$ cat src/rtl/vnorm_pkg.sv
// shared types and constants for the vector norm block
`timescale 1ns / 1ps
`default_nettype none
package vnorm_pkg;

  // mode register codes
  localparam logic [1:0] MODE_L2  = 2'd0;
  localparam logic [1:0] MODE_L1  = 2'd1;
  localparam logic [1:0] MODE_INF = 2'd2;

  localparam int ELEM_W    = 32;
  localparam int ACC_W     = 64;
  localparam int NORM_W    = 48;
  localparam int ROOT_W    = ACC_W / 2;
  localparam int ROOT_STEPS = ACC_W / 2;

  localparam logic [NORM_W-1:0] NORM_MAX = {NORM_W{1'b1}};
  localparam logic [ACC_W-1:0]  ACC_MAX  = {ACC_W{1'b1}};

  localparam int QUEUE_DEPTH_DEF = 4;

  // per element operation class
  typedef enum logic [1:0] {
    OP_L2,
    OP_L1,
    OP_INF
  } op_t;

  // finished vector handed from front to back
  typedef struct packed {
    logic [ACC_W-1:0] acc;
    logic             sat;
    logic             root;
  } vec_entry_t;

endpackage
`default_nettype wire

$ cat src/rtl/vector_norm_l1_l2_linf.sv
// vector norm top level: one element per cycle while in_ready is high,
// norm out on the last element
// the back end takes no new vector while an L2 norm is in its bit-serial square root and
// handoff, and finishes one L1 or infinity norm per cycle while out_ready is high; a queue
// of finished vectors lets the front keep streaming
// reset clears the mode to L2, the accumulator and its saturation flag, the queue and out_valid
`timescale 1ns / 1ps
`default_nettype none
module vector_norm_l1_l2_linf #(
  parameter int QUEUE_DEPTH = vnorm_pkg::QUEUE_DEPTH_DEF
) (
  input  wire logic                                clk,
  input  wire logic                                rst,
  input  wire logic                                norm_mode_we,
  input  wire logic [1:0]                          norm_mode_wdata,
  input  wire logic                                in_valid,
  output logic                                     in_ready,
  input  wire logic signed [vnorm_pkg::ELEM_W-1:0] element,
  input  wire logic                                last,
  output logic                                     out_valid,
  input  wire logic                                out_ready,
  output logic [vnorm_pkg::NORM_W-1:0]             norm_value,
  output logic                                     overflow
);
  import vnorm_pkg::*;

  logic       push;
  vec_entry_t push_data;
  logic       q_full;
  logic       pop;
  vec_entry_t pop_data;
  logic       q_valid;

  // element intake and accumulation
  vnorm_front u_front (
    .clk             (clk),
    .rst             (rst),
    .norm_mode_we    (norm_mode_we),
    .norm_mode_wdata (norm_mode_wdata),
    .in_valid        (in_valid),
    .in_ready        (in_ready),
    .element         (element),
    .last            (last),
    .push            (push),
    .push_data       (push_data),
    .q_full          (q_full)
  );

  // finished vectors waiting for readout
  vnorm_queue #(
    .DEPTH (QUEUE_DEPTH)
  ) u_queue (
    .clk       (clk),
    .rst       (rst),
    .push      (push),
    .push_data (push_data),
    .full      (q_full),
    .pop       (pop),
    .pop_data  (pop_data),
    .not_empty (q_valid)
  );

  // readout and square root
  vnorm_back u_back (
    .clk        (clk),
    .rst        (rst),
    .q_valid    (q_valid),
    .q_data     (pop_data),
    .pop        (pop),
    .out_valid  (out_valid),
    .out_ready  (out_ready),
    .norm_value (norm_value),
    .overflow   (overflow)
  );

endmodule
`default_nettype wire

$ cat src/rtl/vnorm_front.sv
// front end: element intake, squaring and saturating accumulation or running maximum
`timescale 1ns / 1ps
`default_nettype none
module vnorm_front (
  input  wire logic                          clk,
  input  wire logic                          rst,
  input  wire logic                          norm_mode_we,
  input  wire logic [1:0]                    norm_mode_wdata,
  input  wire logic                          in_valid,
  output logic                               in_ready,
  input  wire logic signed [vnorm_pkg::ELEM_W-1:0] element,
  input  wire logic                          last,
  output logic                               push,
  output vnorm_pkg::vec_entry_t              push_data,
  input  wire logic                          q_full
);
  import vnorm_pkg::*;

  logic [1:0]        mode;
  logic              valid1;
  logic [ELEM_W-1:0] mag1;
  op_t               op1;
  logic              last1;
  logic              valid2;
  logic [ACC_W-1:0]  sq2;
  logic [ELEM_W-1:0] mag2;
  op_t               op2;
  logic              last2;
  logic [ACC_W-1:0]  acc;
  logic              sat;

  logic              en;
  logic [ELEM_W-1:0] mag_in;
  op_t               op_in;
  logic [ACC_W:0]    sum_l1;
  logic [ACC_W:0]    sum_l2;
  logic [ACC_W-1:0]  acc_next;
  logic              sat_next;

  // pipeline moves unless a finished vector cannot enter the queue
  assign en       = !(valid2 && last2 && q_full);
  assign in_ready = en;

  // magnitude and operation class of the incoming element
  assign mag_in = element[ELEM_W-1] ? ELEM_W'(-element) : ELEM_W'(element);
  always_comb begin
    case (mode)
      MODE_L1:  op_in = OP_L1;
      MODE_INF: op_in = OP_INF;
      default:  op_in = OP_L2;
    endcase
  end

  // saturating accumulate
  assign sum_l1 = {1'b0, acc} + {{(ACC_W+1-ELEM_W){1'b0}}, mag2};
  assign sum_l2 = {1'b0, acc} + {1'b0, sq2};
  always_comb begin
    acc_next = acc;
    sat_next = sat;
    case (op2)
      OP_L1: begin
        if ((|acc[ACC_W-1:NORM_W]) || (|sum_l1[ACC_W:NORM_W])) begin
          acc_next = {{(ACC_W-NORM_W){1'b0}}, NORM_MAX};
          sat_next = 1'b1;
        end else begin
          acc_next = sum_l1[ACC_W-1:0];
        end
      end
      OP_INF: begin
        if ({{(ACC_W-ELEM_W){1'b0}}, mag2} > acc) begin
          acc_next = {{(ACC_W-ELEM_W){1'b0}}, mag2};
        end
      end
      default: begin
        if (sum_l2[ACC_W]) begin
          acc_next = ACC_MAX;
          sat_next = 1'b1;
        end else begin
          acc_next = sum_l2[ACC_W-1:0];
        end
      end
    endcase
  end

  // finished vector to the queue
  assign push           = en && valid2 && last2;
  assign push_data.acc  = acc_next;
  assign push_data.sat  = sat_next;
  assign push_data.root = (op2 == OP_L2);

  // mode register
  always_ff @(posedge clk) begin
    if (rst) begin
      mode <= MODE_L2;
    end else if (norm_mode_we) begin
      mode <= norm_mode_wdata;
    end
  end

  // pipeline control and accumulator
  always_ff @(posedge clk) begin
    if (rst) begin
      valid1 <= 1'b0;
      valid2 <= 1'b0;
      acc    <= '0;
      sat    <= 1'b0;
    end else if (en) begin
      valid1 <= in_valid;
      valid2 <= valid1;
      if (valid2) begin
        if (last2) begin
          acc <= '0;
          sat <= 1'b0;
        end else begin
          acc <= acc_next;
          sat <= sat_next;
        end
      end
    end
  end

  // pipeline payload
  always_ff @(posedge clk) begin
    if (en) begin
      mag1  <= mag_in;
      op1   <= op_in;
      last1 <= last;
      sq2   <= mag1 * mag1;
      mag2  <= mag1;
      op2   <= op1;
      last2 <= last1;
    end
  end

endmodule
`default_nettype wire

$ cat src/rtl/vnorm_queue.sv
// small queue of finished vectors between front and back
`timescale 1ns / 1ps
`default_nettype none
module vnorm_queue #(
  parameter int DEPTH = vnorm_pkg::QUEUE_DEPTH_DEF
) (
  input  wire logic                  clk,
  input  wire logic                  rst,
  input  wire logic                  push,
  input  wire vnorm_pkg::vec_entry_t push_data,
  output logic                       full,
  input  wire logic                  pop,
  output vnorm_pkg::vec_entry_t      pop_data,
  output logic                       not_empty
);
  import vnorm_pkg::*;

  localparam int PTR_W = (DEPTH > 1) ? $clog2(DEPTH) : 1;
  localparam int CNT_W = $clog2(DEPTH + 1);
  localparam logic [PTR_W-1:0] PTR_LAST = PTR_W'(DEPTH - 1);
  localparam logic [CNT_W-1:0] CNT_FULL = CNT_W'(DEPTH);

  vec_entry_t       mem [DEPTH];
  logic [PTR_W-1:0] wr_ptr;
  logic [PTR_W-1:0] rd_ptr;
  logic [CNT_W-1:0] count;

  assign full      = (count == CNT_FULL);
  assign not_empty = (count != '0);
  assign pop_data  = mem[rd_ptr];

  // storage
  always_ff @(posedge clk) begin
    if (push) begin
      mem[wr_ptr] <= push_data;
    end
  end

  // pointers and fill count
  always_ff @(posedge clk) begin
    if (rst) begin
      wr_ptr <= '0;
      rd_ptr <= '0;
      count  <= '0;
    end else begin
      if (push) begin
        wr_ptr <= (wr_ptr == PTR_LAST) ? '0 : wr_ptr + 1'b1;
      end
      if (pop) begin
        rd_ptr <= (rd_ptr == PTR_LAST) ? '0 : rd_ptr + 1'b1;
      end
      if (push && !pop) begin
        count <= count + 1'b1;
      end else if (pop && !push) begin
        count <= count - 1'b1;
      end
    end
  end

endmodule
`default_nettype wire

$ cat src/rtl/vnorm_back.sv
// back end: readout clamp, bit-serial square root and output register
`timescale 1ns / 1ps
`default_nettype none
module vnorm_back (
  input  wire logic                          clk,
  input  wire logic                          rst,
  input  wire logic                          q_valid,
  input  wire vnorm_pkg::vec_entry_t         q_data,
  output logic                               pop,
  output logic                               out_valid,
  input  wire logic                          out_ready,
  output logic [vnorm_pkg::NORM_W-1:0]       norm_value,
  output logic                               overflow
);
  import vnorm_pkg::*;

  localparam int CNT_W = $clog2(ROOT_STEPS);
  localparam int REM_W = ROOT_W + 1;
  localparam int TRY_W = ROOT_W + 3;
  localparam logic [CNT_W-1:0] CNT_LAST = CNT_W'(ROOT_STEPS - 1);

  typedef enum logic [1:0] {
    B_IDLE,
    B_ROOT,
    B_DONE
  } bstate_t;

  bstate_t           state;
  logic [ACC_W-1:0]  rad;
  logic [REM_W-1:0]  rem;
  logic [ROOT_W-1:0] root;
  logic [CNT_W-1:0]  cnt;
  logic              sat_hold;

  logic              out_free;
  logic [TRY_W-1:0]  rem_sh;
  logic [TRY_W-1:0]  trial;
  logic              take;
  logic [NORM_W-1:0] clamped;

  assign out_free = !out_valid || out_ready;
  assign pop      = (state == B_IDLE) && q_valid && out_free;

  // one root bit per cycle
  assign rem_sh = {rem, rad[ACC_W-1 -: 2]};
  assign trial  = {1'b0, root, 2'b01};
  assign take   = (rem_sh >= trial);

  // readout clamp for sum and max modes
  assign clamped = (|q_data.acc[ACC_W-1:NORM_W]) ? NORM_MAX : q_data.acc[NORM_W-1:0];

  // sequencer and output register
  always_ff @(posedge clk) begin
    if (rst) begin
      state     <= B_IDLE;
      out_valid <= 1'b0;
    end else begin
      if (out_ready) begin
        out_valid <= 1'b0;
      end
      case (state)
        B_IDLE: begin
          if (pop) begin
            if (q_data.root) begin
              state <= B_ROOT;
            end else begin
              out_valid <= 1'b1;
            end
          end
        end
        B_ROOT: begin
          if (cnt == CNT_LAST) begin
            state <= B_DONE;
          end
        end
        B_DONE: begin
          if (out_free) begin
            out_valid <= 1'b1;
            state     <= B_IDLE;
          end
        end
        default: state <= B_IDLE;
      endcase
    end
  end

  // datapath
  always_ff @(posedge clk) begin
    case (state)
      B_IDLE: begin
        if (pop) begin
          rad      <= q_data.acc;
          rem      <= '0;
          root     <= '0;
          cnt      <= '0;
          sat_hold <= q_data.sat;
          if (!q_data.root) begin
            norm_value <= clamped;
            overflow   <= q_data.sat;
          end
        end
      end
      B_ROOT: begin
        rad <= {rad[ACC_W-3:0], 2'b00};
        cnt <= cnt + 1'b1;
        if (take) begin
          rem  <= REM_W'(rem_sh - trial);
          root <= {root[ROOT_W-2:0], 1'b1};
        end else begin
          rem  <= rem_sh[REM_W-1:0];
          root <= {root[ROOT_W-2:0], 1'b0};
        end
      end
      B_DONE: begin
        if (out_free) begin
          norm_value <= {{(NORM_W-ROOT_W){1'b0}}, root};
          overflow   <= sat_hold;
        end
      end
      default: ;
    endcase
  end

endmodule
`default_nettype wire
$ cat config.mk
export PLATFORM = sky130hd
export DESIGN_NAME = vector_norm_l1_l2_linf
export DESIGN_NICKNAME = d
export VERILOG_FILES = /design/src/rtl/vnorm_pkg.sv /design/src/rtl/vector_norm_l1_l2_linf.sv /design/src/rtl/vnorm_front.sv /design/src/rtl/vnorm_queue.sv /design/src/rtl/vnorm_back.sv
export SDC_FILE = /design/constraint.sdc
export NUM_CORES = 2
export LEC_CHECK = 0
export ABC_AREA = 1
export BUFFER_PORTS_ARGS = -buffer_cell sky130_fd_sc_hd__buf_2
export CAP_MARGIN = 20
export CELL_PAD_IN_SITES_DETAIL_PLACEMENT = 2
export CELL_PAD_IN_SITES_GLOBAL_PLACEMENT = 2
export CORE_AREA = 2 2 433 435
export CTS_CLUSTER_DIAMETER = 120
export DETAILED_ROUTE_END_ITERATION = 10
export DIE_AREA = 0 0 435 437
export PLACE_DENSITY_LB_ADDON = 0.1
export SYNTH_ARGS = -nofsm -noshare
export SYNTH_HDL_FRONTEND = slang
export SYNTH_SLANG_ARGS = --single-unit
$ cat constraint.sdc
create_clock -name clk -period 7.8 [get_ports clk]
set_clock_uncertainty 0.2 [all_clocks]
set_input_delay 1.17 -clock clk [delete_from_list [all_inputs] [get_ports clk]]
set_output_delay 1.17 -clock clk [all_outputs]
set_load 0.02 [all_outputs]
==> reports/qor.yml <==
arrival_ns: 7.84
postCtsHoldBufs: 0
r2r-end: "u_front.sq2[57]"
finalHoldWorstSlack_ns: 0.225
syn_nets: 9394
synth_edf_count: 580
timing.final.crit_period_ns: 7.56
synth_most_common_cell: "inv_1"
cts_made_buffers: 79
vias: 55800
drc: 0
synth-compound-area-share_pct: 9.52
synth-seq-cells: 661
setup_viol: 0
min_from: "u_front.last1"
synth_top_cell_area_share_pct: 25.5
required_ns: 8.08
grt_pass1_vias: 64200
syn_area_um2: 68400
hold_path_end: "u_front.last2"
cap_violations: 0
synth_top_flop_cell: "edfxtp_1"
avgRoutedWirePerCell_um: 24.4
fin_crit_sh_pct: 97.0
grt_start_max_net_pins: 114
r2r_setup_slack_ns: 0.24
synth_xor_xnor_area_share_pct: 2.51
critPathMaxFanout: 34
syn_inst: 8092
pin_count: 91
holdPathStages: 0
fmaxAchievable_ghz: 0.132
cts-root-buf: "clkbuf_16"
grt_pass1_wl_um: 401000
slew_violations: 0
path_class: "reg2reg"
dp_hpwl_um: 213000
muxShareOfSynthArea_pct: 0
syn_to_final_growth_pct: 10.8
synth-async-reset-ratio_pct: 0
hold_viol: 0
fp.dieArea_um2: 190000
cts_max_level: 3
fillCellCount: 20800
tns_ns: 0
synth_area_leaders: "edfxtp_1 (25%), fa_1 (23%), inv_1 (9.7%), nand2_1 (8.8%), ha_1 (8.6%)"
max_slew_margin_pct: 31.1
antenna_found_initial: 3
synth_area_leader_cell: "edfxtp_1"
ant_nets: 0
clk_path_buf_depth: 3
outcome: "complete, no violations"
cts_sinks: 661
utilization_pct: 40.9
drt-pass1-iter-count: 7
cts_tree: "yes"
yosys-top-cells-count: "inv_1 (1764), nand2_1 (1609), fa_1 (794), nor2_1 (649), edfxtp_1 (580)"
grt_overflow: 0
coreArea_um2: 185000
rr_startpoint: "u_front.mag1[27]"
r2r_cells: 23
cp-end-kind: "flop"
synth_warnings: 0
port_buffers: 90
viasPerCell: 5.21
rows: 158
gp_congestion: 0.943
drtIter0Drc: 2854
totalWireLength_um: 262000
die_h_um: 437
synth_fa_ha_area_share_pct: 31.8
synth_top_family_by_area: "adder cells"
start_kind: "flop"
synthSimpleGateAreaFrac_pct: 16.9
grt_usage_pct: 27.6
drive_gt1_share_pct: 6.90
min_path_type: "reg2reg"
synth.avg_cell_area_um2: 8.45
ys_types: 60
ys_seq_area_share_pct: 27.8
insertion_delay_ns: 0.74
layout.nets: 9472
cts.reportedPaths.clkPinSlew_ns: 0.06
die_x_um: 435
tightestPinTransition_ns: 1.03
start_util_pct: 36.9
==> layout make-up <==
type,instances,area (um^2),share of cell area [%]
inverter,1790,6720,8.87
antenna,2,5.00,0.00661
multi-input combinational,5381,42000,55.4
clock buffer,96,2080,2.75
timing repair buffer,257,2150,2.84
tap,2480,3100,4.10
clock inverter,51,668,0.882
sequential,661,19000,25.1
==> critical path, stage by stage, from the launching register on <==
cell and delay [ns]:
edfxtp_1 0.40, buf_12 0.25, nand2_1 0.19, xor2_1 0.18, ha_1 0.18, o21bai_1 0.26
fa_1 0.54, inv_1 0.07, fa_1 0.55, inv_1 0.08, fa_1 0.43, fa_1 0.57
fa_1 0.45, fa_2 0.58, fa_1 0.43, ha_2 0.40, nand2_1 0.13, nor2_1 0.18
inv_1 0.11, o21ai_1 0.37, a21oi_2 0.12, buf_4 0.15, o211ai_1 0.35, xor2_1 0.11
==> worst max path at each step <==
| stage | start | endpoint | slack, ns | cells after the start |
|---|---|---|---|---|
| finish | u_front.mag1[27] | u_front.sq2[57] | 0.24 | 23 |
| global placement | u_front.mag1[4] | u_front.sq2[35] | -0.17 | 24 |
| CTS | u_front.mag1[4] | u_front.sq2[61] | 0.0006 | 26 |
| floorplan | u_front.last2 | u_queue.mem[0][0] | -0.31 | 5 |
| global route | u_front.mag1[4] | u_front.sq2[46] | -0.09 | 28 |
| detailed placement | u_front.mag1[4] | u_front.sq2[35] | -0.20 | 24 |
==> repair_timing <==
action / CTS / global route
resized for setup: 9 / 101
setup buffers: 4 / 8
setup endpoints to repair: 8 / 34
pin swaps: 0 / 11
==> logic make-up (layout without fill, tap and decap cells) <==
| kind of cell | after synthesis | after routing |
|---|---|---|
| DFF | 661 | 661 |
| xor gates and xnor gates | 196 | 196 |
| buffers and inverters | 2050 | 2194 |
| AOI/OAI and AO/OA | 1148 | 1148 |
| other | 0 | 2 |
| and+or+nand+nor | 2775 | 2775 |
| adders and majority gates | 1262 | 1262 |
==> sequential cells by signal (all words and copies together) (netlist names), 3 cells and up, named ones only <==
| signal | count |
|---|---|
| u_front.sq2 | 62 |
| u_back.cnt | 5 |
| u_front.acc | 64 |
| u_back.rem | 33 |
| u_back.rad | 64 |
| u_front.mag2 | 32 |
| u_back.root | 32 |
| u_front.mag1 | 32 |
| u_queue.mem | 264 |
| u_queue.count | 3 |
| u_back.norm_value | 48 |
==> stage by stage <==
step	instance area [um^2]	worst slack (ns)	instances
floorplan	68400	-0.311	8092
global placement	72500	-0.168	10600
detailed placement	72500	-0.202	10600
CTS	75300	0.000557	10700
global route	75800	-0.0853	10700
finish	75800	0.238	10700
==> layout by cell type, fill, tap and decap left out, types with 24 or more instances in the layout <==
cell,n
nand4_1,52
nand2_1,1600
and2_1,52
o21bai_1,40
a21oi_1,464
nand3b_1,39
o22ai_1,31
a32o_1,35
clkbuf_16,81
dfxtp_1,80
nor2_1,632
xnor2_1,95
buf_4,127
o21ai_0,352
xor2_1,98
buf_12,33
inv_2,24
a21oi_2,33
nand3_1,244
edfxtp_1,580
a21o_1,30
buf_2,90
ha_1,446
a31oi_1,61
fa_1,790
nor3_1,49
inv_1,1762
==> routing by layer <==
metal,track usage (%),up-vias,wire [um]
met5,0,-,20
met4,7.11,2,6800
met3,1.72,262,5530
met2,51.0,665,135000
met1,34.8,29400,114000
li1,-,25500,-
Power is left out: the tool's default activity adds up to more than one toggle a clock period on the data nets, which glitch-free logic cannot reach.
